**config.mk**
```make
export PLATFORM = sky130hd
export DESIGN_NAME = multi_turn_angle_quantizer_core_flat
export DESIGN_NICKNAME = d
export VERILOG_FILES = /design/src/rtl/mtaq_pkg.sv /design/src/rtl/mtaq_in_if.sv /design/src/rtl/mtaq_out_if.sv /design/src/rtl/mtaq_cfg.sv /design/src/rtl/mtaq_axis.sv /design/src/rtl/multi_turn_angle_quantizer_core.sv /design/src/flat_wrapper.sv
export VERILOG_INCLUDE_DIRS = /design/src /design/src/rtl
export SDC_FILE = /design/constraint.sdc
export NUM_CORES = 1
export LEC_CHECK = 0
export BUFFER_PORTS_ARGS = -buffer_cell sky130_fd_sc_hd__buf_4
export CAP_MARGIN = 20
export CORE_ASPECT_RATIO = 0.75
export CORE_MARGIN = 4
export CORE_UTILIZATION = 26
export DETAILED_ROUTE_END_ITERATION = 12
export GPL_TIMING_DRIVEN = 0
export MAX_ROUTING_LAYER = met4
export SETUP_SLACK_MARGIN = 0.3
export SYNTH_ARGS = -nofsm -noshare
export SYNTH_HDL_FRONTEND = slang
export SYNTH_SLANG_ARGS = --single-unit
```
**constraint.sdc**
```tcl
create_clock -name clk_i -period 25.6 [get_ports clk_i]
set_input_delay 1.28 -clock clk_i [delete_from_list [all_inputs] [get_ports clk_i]]
set_output_delay 1.28 -clock clk_i [all_outputs]
set_load 0.05 [all_outputs]
```
**src/rtl/multi_turn_angle_quantizer_core_assert.svh**
```systemverilog
// ----------------------------------------------------------------------------
// multi_turn_angle_quantizer_core_assert
// Assertion macros for the turn counting quantizer.
// ----------------------------------------------------------------------------
// clocked on clk_i, disabled while rst_ni is low
`ifndef MULTI_TURN_ANGLE_QUANTIZER_CORE_ASSERT_SVH
`define MULTI_TURN_ANGLE_QUANTIZER_CORE_ASSERT_SVH

// same-cycle implication
`define MTAQ_ASSERT_IMP(lbl, ante, cons, msg) \
  lbl: assert property (@(posedge clk_i) disable iff (!rst_ni) (ante) |-> (cons)) \
    else $error(msg);

// next-cycle implication
`define MTAQ_ASSERT_NXT(lbl, ante, cons, msg) \
  lbl: assert property (@(posedge clk_i) disable iff (!rst_ni) (ante) |=> (cons)) \
    else $error(msg);

`endif

```
**src/rtl/mtaq_pkg.sv**
```systemverilog
`timescale 1ns / 1ps
// ----------------------------------------------------------------------------
// mtaq_pkg
// Shared widths, constants, types and helpers of the turn counting quantizer.
// ----------------------------------------------------------------------------
package mtaq_pkg;

  localparam int ANGLE_W     = 15;
  localparam int THR_W       = 14;
  localparam int LIM_W       = 3;
  localparam int STEP_W      = 4;
  localparam int TURNS_W     = 16;
  localparam int CFG_DATA_W  = 14;
  localparam int CFG_IDX_W   = 1;
  localparam int DISP_W      = 18;
  localparam int MAG_W       = 17;
  localparam int TCLAMP_W    = 3;

  localparam int TURN_COUNT_BITS_DEF = 16;

  localparam int FULL_TURN = 23040;
  localparam int STEP_SIZE = 640;
  localparam int TURN_CLAMP = 3;

  localparam logic [THR_W-1:0] WRAP_THR_RST  = THR_W'(10880);
  localparam logic [LIM_W-1:0] OUT_LIMIT_RST = LIM_W'(3);

  localparam logic [CFG_IDX_W-1:0] CFG_IDX_WRAP_THR  = CFG_IDX_W'(0);
  localparam logic [CFG_IDX_W-1:0] CFG_IDX_OUT_LIMIT = CFG_IDX_W'(1);

  typedef logic signed [ANGLE_W-1:0] angle_t;
  typedef logic signed [STEP_W-1:0]  step_t;
  typedef logic signed [TURNS_W-1:0] turns_t;

  typedef struct packed {
    logic [THR_W-1:0] wrap_thr;
    logic [LIM_W-1:0] out_limit;
  } cfg_t;

  typedef struct packed {
    logic advance;
    logic first;
  } axis_ctrl_t;

  // floor(m / 640), saturated at 7
  function automatic logic [LIM_W-1:0] step_mag(input logic [MAG_W-1:0] m);
    logic [LIM_W-1:0] q;
    q = '0;
    for (int k = 1; k < (1 << LIM_W); k++) begin
      if (m >= MAG_W'(k * STEP_SIZE)) begin
        q = LIM_W'(k);
      end
    end
    return q;
  endfunction

  function automatic logic step_within(input step_t s, input logic [LIM_W-1:0] lim);
    logic signed [STEP_W:0] sx;
    logic signed [STEP_W:0] lx;
    sx = (STEP_W+1)'(s);
    lx = $signed({2'b00, lim});
    return (sx <= lx) && (sx >= -lx);
  endfunction

endpackage

```
**src/rtl/mtaq_in_if.sv**
```systemverilog
`timescale 1ns / 1ps
// ----------------------------------------------------------------------------
// mtaq_in_if
// Request channel carrying one three-axis orientation sample.
// ----------------------------------------------------------------------------
interface mtaq_in_if;
  logic            valid;
  logic            ready;
  mtaq_pkg::angle_t angle_yaw;
  mtaq_pkg::angle_t angle_pitch;
  mtaq_pkg::angle_t angle_roll;

  modport source (output valid, output angle_yaw, output angle_pitch,
                  output angle_roll, input ready);
  modport sink (input valid, input angle_yaw, input angle_pitch,
                input angle_roll, output ready);
endinterface

```
**src/rtl/mtaq_out_if.sv**
```systemverilog
`timescale 1ns / 1ps
// ----------------------------------------------------------------------------
// mtaq_out_if
// Result channel carrying step and turn count of each axis.
// ----------------------------------------------------------------------------
interface mtaq_out_if;
  logic             valid;
  logic             ready;
  mtaq_pkg::step_t  step_yaw;
  mtaq_pkg::step_t  step_pitch;
  mtaq_pkg::step_t  step_roll;
  mtaq_pkg::turns_t turns_yaw;
  mtaq_pkg::turns_t turns_pitch;
  mtaq_pkg::turns_t turns_roll;

  modport source (output valid, output step_yaw, output step_pitch, output step_roll,
                  output turns_yaw, output turns_pitch, output turns_roll, input ready);
  modport sink (input valid, input step_yaw, input step_pitch, input step_roll,
                input turns_yaw, input turns_pitch, input turns_roll, output ready);
endinterface

```
**src/rtl/mtaq_cfg.sv**
```systemverilog
`timescale 1ns / 1ps
// ----------------------------------------------------------------------------
// mtaq_cfg
// Configuration registers: wrap threshold and output clamp limit.
// ----------------------------------------------------------------------------
module mtaq_cfg (
  input  logic                               clk_i,
  input  logic                               rst_ni,
  input  logic                               cfg_we_i,
  input  logic [mtaq_pkg::CFG_IDX_W-1:0]     cfg_index_i,
  input  logic [mtaq_pkg::CFG_DATA_W-1:0]    cfg_data_i,
  output mtaq_pkg::cfg_t                     cfg_o
);

  logic [mtaq_pkg::THR_W-1:0] wrap_thr_q;
  logic [mtaq_pkg::LIM_W-1:0] out_limit_q;

  always_ff @(posedge clk_i or negedge rst_ni) begin
    if (!rst_ni) begin
      wrap_thr_q  <= mtaq_pkg::WRAP_THR_RST;
      out_limit_q <= mtaq_pkg::OUT_LIMIT_RST;
    end else if (cfg_we_i) begin
      case (cfg_index_i)
        mtaq_pkg::CFG_IDX_WRAP_THR: begin
          wrap_thr_q <= cfg_data_i[mtaq_pkg::THR_W-1:0];
        end
        mtaq_pkg::CFG_IDX_OUT_LIMIT: begin
          out_limit_q <= cfg_data_i[mtaq_pkg::LIM_W-1:0];
        end
        default: begin
        end
      endcase
    end
  end

  assign cfg_o.wrap_thr  = wrap_thr_q;
  assign cfg_o.out_limit = out_limit_q;

endmodule

```
**src/rtl/mtaq_axis.sv**
```systemverilog
`timescale 1ns / 1ps
// ----------------------------------------------------------------------------
// mtaq_axis
// One axis: wrap detection, saturating turn counter, start latch and
// quantized clamped displacement.
// ----------------------------------------------------------------------------
module mtaq_axis #(
  parameter int TURN_COUNT_BITS = mtaq_pkg::TURN_COUNT_BITS_DEF
) (
  input  logic                 clk_i,
  input  logic                 rst_ni,
  input  mtaq_pkg::axis_ctrl_t ctrl_i,
  input  mtaq_pkg::cfg_t       cfg_i,
  input  mtaq_pkg::angle_t     angle_i,
  output mtaq_pkg::step_t      step_o,
  output mtaq_pkg::turns_t     turns_o
);

  localparam logic signed [TURN_COUNT_BITS-1:0] TMAX = {1'b0, {(TURN_COUNT_BITS-1){1'b1}}};
  localparam logic signed [TURN_COUNT_BITS-1:0] TMIN = -TMAX;
  localparam logic signed [mtaq_pkg::DISP_W-1:0] FULL_TURN_D =
    mtaq_pkg::DISP_W'(mtaq_pkg::FULL_TURN);

  mtaq_pkg::angle_t                   prev_q;
  mtaq_pkg::angle_t                   start_q;
  mtaq_pkg::angle_t                   start_d;
  logic signed [TURN_COUNT_BITS-1:0]  turns_q;
  logic signed [TURN_COUNT_BITS-1:0]  turns_d;

  logic signed [mtaq_pkg::ANGLE_W:0]  prev_x;
  logic signed [mtaq_pkg::ANGLE_W:0]  ang_x;
  logic signed [mtaq_pkg::ANGLE_W:0]  thr_x;
  logic                               wrap_up;
  logic                               wrap_dn;
  logic signed [31:0]                 turns_w;
  logic signed [mtaq_pkg::TCLAMP_W-1:0] turns_c;
  logic signed [mtaq_pkg::DISP_W-1:0] disp;
  logic [mtaq_pkg::MAG_W-1:0]         mag;
  logic [mtaq_pkg::LIM_W-1:0]         q;
  logic [mtaq_pkg::LIM_W-1:0]         s;

  always_comb begin
    prev_x  = (mtaq_pkg::ANGLE_W+1)'(prev_q);
    ang_x   = (mtaq_pkg::ANGLE_W+1)'(angle_i);
    thr_x   = $signed({2'b00, cfg_i.wrap_thr});
    wrap_up = (prev_x > thr_x) && (ang_x < -thr_x);
    wrap_dn = (ang_x > thr_x) && (prev_x < -thr_x);

    turns_d = turns_q;
    if (wrap_up) begin
      if (turns_q != TMAX) begin
        turns_d = turns_q + TURN_COUNT_BITS'(1);
      end
    end else if (wrap_dn) begin
      if (turns_q != TMIN) begin
        turns_d = turns_q - TURN_COUNT_BITS'(1);
      end
    end

    start_d = ctrl_i.first ? angle_i : start_q;

    // beyond three turns the step saturates anyway
    turns_w = 32'(turns_d);
    if (turns_w > 32'(mtaq_pkg::TURN_CLAMP)) begin
      turns_c = mtaq_pkg::TCLAMP_W'(mtaq_pkg::TURN_CLAMP);
    end else if (turns_w < -32'(mtaq_pkg::TURN_CLAMP)) begin
      turns_c = -mtaq_pkg::TCLAMP_W'(mtaq_pkg::TURN_CLAMP);
    end else begin
      turns_c = turns_w[mtaq_pkg::TCLAMP_W-1:0];
    end

    disp = mtaq_pkg::DISP_W'(start_d) - mtaq_pkg::DISP_W'(angle_i)
         + FULL_TURN_D * mtaq_pkg::DISP_W'(turns_c);
    mag  = disp[mtaq_pkg::DISP_W-1] ? mtaq_pkg::MAG_W'(-disp) : mtaq_pkg::MAG_W'(disp);
    q    = mtaq_pkg::step_mag(mag);
    s    = (q > cfg_i.out_limit) ? cfg_i.out_limit : q;

    step_o  = disp[mtaq_pkg::DISP_W-1] ? -$signed({1'b0, s}) : $signed({1'b0, s});
    turns_o = turns_w[mtaq_pkg::TURNS_W-1:0];
  end

  always_ff @(posedge clk_i or negedge rst_ni) begin
    if (!rst_ni) begin
      prev_q  <= '0;
      start_q <= '0;
      turns_q <= '0;
    end else if (ctrl_i.advance) begin
      prev_q  <= angle_i;
      start_q <= start_d;
      turns_q <= turns_d;
    end
  end

endmodule

```
**src/rtl/multi_turn_angle_quantizer_core.sv**
```systemverilog
`timescale 1ns / 1ps
// ----------------------------------------------------------------------------
// multi_turn_angle_quantizer_core
// Per-axis turn counting and 10 degree quantization of orientation samples.
//
//   channel  dir  handshake    payload
//   in_i     in   valid/ready  angle_yaw, angle_pitch, angle_roll
//   out_o    out  valid/ready  step_*, turns_* per axis
//
// a request passes the input register, then the result register
// one request per cycle sustained while out_o.ready is high; the axis logic sits between the two registers
// state is updated as a request moves into the result register
// a stalled result holds while one more request waits in the input register
// reset clears valid flags, turn counts and stored angles, and sets the first-sample flag
// ----------------------------------------------------------------------------
`include "multi_turn_angle_quantizer_core_assert.svh"

module multi_turn_angle_quantizer_core #(
  parameter int TURN_COUNT_BITS = mtaq_pkg::TURN_COUNT_BITS_DEF
) (
  input  logic                            clk_i,
  input  logic                            rst_ni,
  input  logic                            cfg_we_i,
  input  logic [mtaq_pkg::CFG_IDX_W-1:0]  cfg_index_i,
  input  logic [mtaq_pkg::CFG_DATA_W-1:0] cfg_data_i,
  mtaq_in_if.sink                         in_i,
  mtaq_out_if.source                      out_o
);

  localparam int NUM_AXES = 3;

  mtaq_pkg::cfg_t       cfg;
  mtaq_pkg::axis_ctrl_t ctrl;

  logic             s1_valid_q;
  mtaq_pkg::angle_t s1_angle_q [NUM_AXES];
  logic             out_valid_q;
  mtaq_pkg::step_t  step_q     [NUM_AXES];
  mtaq_pkg::turns_t turns_q    [NUM_AXES];
  mtaq_pkg::step_t  step_w     [NUM_AXES];
  mtaq_pkg::turns_t turns_w    [NUM_AXES];
  logic             first_q;
  logic             advance;
  logic             in_fire;
  logic             steps_ok;

  assign advance  = s1_valid_q && (!out_valid_q || out_o.ready);
  assign in_i.ready = !s1_valid_q || advance;
  assign in_fire  = in_i.valid && in_i.ready;

  assign ctrl.advance = advance;
  assign ctrl.first   = first_q;

  mtaq_cfg u_cfg (
    .clk_i       (clk_i),
    .rst_ni      (rst_ni),
    .cfg_we_i    (cfg_we_i),
    .cfg_index_i (cfg_index_i),
    .cfg_data_i  (cfg_data_i),
    .cfg_o       (cfg)
  );

  for (genvar a = 0; a < NUM_AXES; a++) begin : g_axis
    mtaq_axis #(
      .TURN_COUNT_BITS (TURN_COUNT_BITS)
    ) u_axis (
      .clk_i   (clk_i),
      .rst_ni  (rst_ni),
      .ctrl_i  (ctrl),
      .cfg_i   (cfg),
      .angle_i (s1_angle_q[a]),
      .step_o  (step_w[a]),
      .turns_o (turns_w[a])
    );
  end

  always_ff @(posedge clk_i or negedge rst_ni) begin
    if (!rst_ni) begin
      s1_valid_q  <= 1'b0;
      out_valid_q <= 1'b0;
      first_q     <= 1'b1;
    end else begin
      if (in_fire) begin
        s1_valid_q <= 1'b1;
      end else if (advance) begin
        s1_valid_q <= 1'b0;
      end
      if (advance) begin
        out_valid_q <= 1'b1;
        first_q     <= 1'b0;
      end else if (out_o.ready) begin
        out_valid_q <= 1'b0;
      end
    end
  end

  always_ff @(posedge clk_i) begin
    if (in_fire) begin
      s1_angle_q[0] <= in_i.angle_yaw;
      s1_angle_q[1] <= in_i.angle_pitch;
      s1_angle_q[2] <= in_i.angle_roll;
    end
    if (advance) begin
      for (int a = 0; a < NUM_AXES; a++) begin
        step_q[a]  <= step_w[a];
        turns_q[a] <= turns_w[a];
      end
    end
  end

  assign out_o.valid       = out_valid_q;
  assign out_o.step_yaw    = step_q[0];
  assign out_o.step_pitch  = step_q[1];
  assign out_o.step_roll   = step_q[2];
  assign out_o.turns_yaw   = turns_q[0];
  assign out_o.turns_pitch = turns_q[1];
  assign out_o.turns_roll  = turns_q[2];

  assign steps_ok = mtaq_pkg::step_within(step_q[0], cfg.out_limit)
                 && mtaq_pkg::step_within(step_q[1], cfg.out_limit)
                 && mtaq_pkg::step_within(step_q[2], cfg.out_limit);

  `MTAQ_ASSERT_IMP(a_ready_only_when_full, !in_i.ready, s1_valid_q && out_valid_q, "input stalled without a full pipeline")
  `MTAQ_ASSERT_NXT(a_advance_gives_result, advance, out_valid_q, "advanced request produced no result")
  `MTAQ_ASSERT_NXT(a_first_cleared, advance, !first_q, "first-sample flag still set after a request")
  `MTAQ_ASSERT_IMP(a_steps_clamped, out_valid_q && !cfg_we_i, steps_ok, "step output outside the clamp limit")

endmodule
```
**src/flat_wrapper.sv**
```systemverilog
// flat-port wrapper written by rule: the top's interface ports become plain ports
module multi_turn_angle_quantizer_core_flat 
#(
  parameter int TURN_COUNT_BITS = mtaq_pkg::TURN_COUNT_BITS_DEF
)
  (clk_i, rst_ni, cfg_we_i, cfg_index_i, cfg_data_i, in_i_valid, in_i_angle_yaw, in_i_angle_pitch, in_i_angle_roll, in_i_ready, out_o_valid, out_o_step_yaw, out_o_step_pitch, out_o_step_roll, out_o_turns_yaw, out_o_turns_pitch, out_o_turns_roll, out_o_ready);
  mtaq_in_if in_i_i ();
  mtaq_out_if out_o_i ();
  input  logic clk_i;
  input  logic rst_ni;
  input  logic cfg_we_i;
  input  logic [mtaq_pkg::CFG_IDX_W-1:0] cfg_index_i;
  input  logic [mtaq_pkg::CFG_DATA_W-1:0] cfg_data_i;
  input wire logic [$bits(in_i_i.valid)-1:0] in_i_valid;
  input wire logic [$bits(in_i_i.angle_yaw)-1:0] in_i_angle_yaw;
  input wire logic [$bits(in_i_i.angle_pitch)-1:0] in_i_angle_pitch;
  input wire logic [$bits(in_i_i.angle_roll)-1:0] in_i_angle_roll;
  output wire logic [$bits(in_i_i.ready)-1:0] in_i_ready;
  output wire logic [$bits(out_o_i.valid)-1:0] out_o_valid;
  output wire logic [$bits(out_o_i.step_yaw)-1:0] out_o_step_yaw;
  output wire logic [$bits(out_o_i.step_pitch)-1:0] out_o_step_pitch;
  output wire logic [$bits(out_o_i.step_roll)-1:0] out_o_step_roll;
  output wire logic [$bits(out_o_i.turns_yaw)-1:0] out_o_turns_yaw;
  output wire logic [$bits(out_o_i.turns_pitch)-1:0] out_o_turns_pitch;
  output wire logic [$bits(out_o_i.turns_roll)-1:0] out_o_turns_roll;
  input wire logic [$bits(out_o_i.ready)-1:0] out_o_ready;
  assign in_i_i.valid = in_i_valid;
  assign in_i_i.angle_yaw = in_i_angle_yaw;
  assign in_i_i.angle_pitch = in_i_angle_pitch;
  assign in_i_i.angle_roll = in_i_angle_roll;
  assign in_i_ready = in_i_i.ready;
  assign out_o_valid = out_o_i.valid;
  assign out_o_step_yaw = out_o_i.step_yaw;
  assign out_o_step_pitch = out_o_i.step_pitch;
  assign out_o_step_roll = out_o_i.step_roll;
  assign out_o_turns_yaw = out_o_i.turns_yaw;
  assign out_o_turns_pitch = out_o_i.turns_pitch;
  assign out_o_turns_roll = out_o_i.turns_roll;
  assign out_o_i.ready = out_o_ready;
  multi_turn_angle_quantizer_core #(.TURN_COUNT_BITS(TURN_COUNT_BITS)) u_core (.clk_i(clk_i), .rst_ni(rst_ni), .cfg_we_i(cfg_we_i), .cfg_index_i(cfg_index_i), .cfg_data_i(cfg_data_i), .in_i(in_i_i), .out_o(out_o_i));
endmodule
```
==> results.md <==
* Status: finished clean
* # Post-CTS Setup Buffers at 0
* Drt initial violations at 1555
* Hold Startpoint: u_core.g_axis[0].u_axis.start_q[14]
* Critical path's largest stage delay at 0.90 ns
* Synth unique cells at 110
* Die H at 260.0 um
* Initial Utilization at 26.20%
* Total CTS buffers at 29
* Fin Setup TNS at 0 ns
* CP Launch Type: flip-flop
* EDFF count, synth at 105
* # rows at 92
* Fill count at 8891
* Detail Placement HPWL at 56.29 mm
* Vias in the first global route at 17.53k
* Design area at 25500 um2
* Max cap viols at 0
* # hold bufs at CTS at 0
* Final min period at 14.81 ns
* Drt wl/cell at 19.30 um
* Largest net degree at the start of global routing at 88
* Post_cts resized at 0
* Final wirelength at 70.93 mm
* Final weighted congestion in routability-driven placement at 0.9358
* Core ar. at 84030 um2
* Final Max Tran Viols at 0
* Post-synthesis sequential area ratio at 32.32%
* Reg2reg path depth at 54
* Syn. warnings at 0
* Post-Syn Instances at 2359
* Average size of a mapped cell at 9.334 um2
* DRC violations left at 0
* CP startpoint: u_core.u_cfg.wrap_thr_q[1]
* Most frequent cells in the layout: nand2_1, ha_1, inv_1, dfrtp_1, o21ai_0
* Drt first pass iters at 5
* Layout cells sized above 1 at 12.49%
* Die W at 344.0 um
* Worst Clk Skew at 0.02929 ns
* Fmax at 67.52 MHz
* TritonCTS Sinks at 263
* Unrepaired setup endpoints after global routing: no
* Critical R2R Capture: u_core.step_q[0][5]
* ANT nets after route at 0
* TritonCTS clock tree: done
* Top cell by count, worst path: ha_1
* Worst Setup Path Type: flip-flop to flip-flop
* Worst slew pin tran at 1.231 ns
* Final hold violations at 0
* Tot GR Track Use at 15.94%
* Hold crit path type: flip-flop to flip-flop
* Top Family by Delay on Critical Path: simple AND/OR/NAND/NOR gates
* Drt via density at 5.089
* Nets at 2895
* Final worst path period share at 57.85%
* Clk buf depth at 3
* Setup Viol. Count Final at 0
* IO buf count at 126
* Largest area contributor in the netlist: dfrtp_1
* CP bufs+invs at 5
* H-tree levels at 1
* Top post-synthesis cells by area: dfrtp_1, ha_1, edfxtp_1, nand2_1, mux2_2
* Ports at 127
* Reg-to-Reg Start: u_core.u_cfg.wrap_thr_q[1]
* CP arrival at 15.12 ns
* Reg2reg setup slack at 10.79 ns
* Clock latency reported for the late side of the worst-skew pair at 0.60 ns
* Antenna violations before repair at 2
* Placed Area at 24480 um2
* Ys flop type: dfrtp_1
* Worst EP required at 25.91 ns
* Gr ovfl total at 0
* Area grow syn2layout at 15.80%
* Clock root cell: clkbuf_16
* First-pass GRT wire length at 107.4 mm
* CP max stage cell: mux2i_1
* Via Count at 18.70k
* Max_slew headroom at 17.36%
* Die area at 89450 um2
* Worst Hold Depth at 2
* Crit end category: flip-flop
* Ys async rst share at 60.08%
* Mapped cell area at 22020 um2
* Hold Path End: u_core.g_axis[0].u_axis.start_q[14]
* Top-area cell type share of the netlist area at 17.16%
* Max FO, Critical Path at 10
* Clock transition at path regs at 0.06 ns
* #FFs+latches synth at 263
* Net Count, Synth at 2731
==> registers in the layout, indices dropped and copies added, names as in the netlist, 3 cells and up <==
signal,cells
u_core.g_axis.u_axis.turns_q,48
u_core.g_axis.u_axis.prev_q,45
u_core.g_axis.u_axis.start_q,45
u_core.u_cfg.wrap_thr_q,14
u_core.step_q,12
u_core.u_cfg.out_limit_q,3
u_core.s1_angle_q,45
u_core.turns_q,48
==> worst min-delay path, stage by stage, from the launching register on <==
cell and delay, ns:
dfrtp_1 0.34, nand2_1 0.04, o21ai_0 0.06
==> Yosys cell counts, drive strengths merged, types with 25 or more instances <==
| master | number |
|---|---|
| nor2b | 28 |
| edfxtp | 105 |
| o21ai | 162 |
| xor2 | 46 |
| a31oi | 31 |
| o211ai | 25 |
| nor2 | 102 |
| nand2 | 282 |
| nand4 | 45 |
| or3 | 25 |
| a21o | 34 |
| xnor2 | 72 |
| fa | 27 |
| a21oi | 97 |
| clkbuf | 50 |
| mux2i | 26 |
| dfrtp | 151 |
| mux2 | 73 |
| nor3 | 63 |
| inv | 163 |
| nand2b | 27 |
| o21a | 31 |
| ha | 280 |
| nand3 | 52 |
| nor4 | 30 |
==> logic make-up after synthesis <==
| kind of cell | Yosys count | synth area share, % |
|---|---|---|
| buffers and inverters | 228 | 4.006 |
| muxes | 99 | 4.932 |
| DFF | 263 | 32.32 |
| and+or+nand+nor | 764 | 17.45 |
| xor gates and xnor gates | 121 | 5.120 |
| adders and majority gates | 309 | 18.46 |
| AOI/OAI and AO/OA | 575 | 17.71 |
==> stage by stage <==
| stage | std cells | hold slack [ns] | worst slack (ns) | utilization [%] |
|---|---|---|---|---|
| after floorplan | 2359 | 0.4492 | 14.24 | - |
| final | 3675 | 0.4842 | 10.79 | 30.34 |
| after detailed placement | 3618 | 0.4709 | 10.93 | 29.13 |
| after CTS | 3672 | 0.4843 | 10.91 | 30.32 |
| after global placement | 3613 | 0.4617 | 10.28 | 29.01 |
| after global routing | 3675 | 0.5037 | 9.883 | 30.34 |
==> area by class of cell <==
| cell class | count | area, um2 | area share, % |
|---|---|---|---|
| antenna | 1 | 2.502 | 0.009814 |
| buffer | 64 | 270.3 | 1.060 |
| clock buffer | 33 | 740.7 | 2.905 |
| clock inverter | 21 | 262.8 | 1.031 |
| inverter | 164 | 615.6 | 2.414 |
| multi-input combinational | 1868 | 14020 | 55.00 |
| sequential | 263 | 7116 | 27.91 |
| tap | 1128 | 1411 | 5.535 |
| timing repair buffer | 133 | 1056 | 4.142 |
==> how the worst max path moves through the flow <==
stage	cells after the start	slack [ns]	end
final	54	10.79	u_core.step_q[0][5]
after global routing	50	9.88	u_core.step_q[0][6]
after CTS	55	10.91	u_core.step_q[0][5]
after detailed placement	55	10.93	u_core.step_q[0][5]
after global placement	52	10.28	u_core.step_q[0][5]
after floorplan	48	14.24	u_core.step_q[0][1]
==> metal layers <==
metal | vias up | part of all wire (%) | track usage, %
met5 | - | 0 | -
met4 | 0 | 1.9 | 2.935
met3 | 67 | 9.2 | 4.477
met2 | 624 | 39 | 21.14
met1 | 8927 | 50 | 23.84
li1 | 9085 | - | -
Power is not shown: default switching activity piles up to over one toggle a cycle in this logic, so the estimate is an artifact.
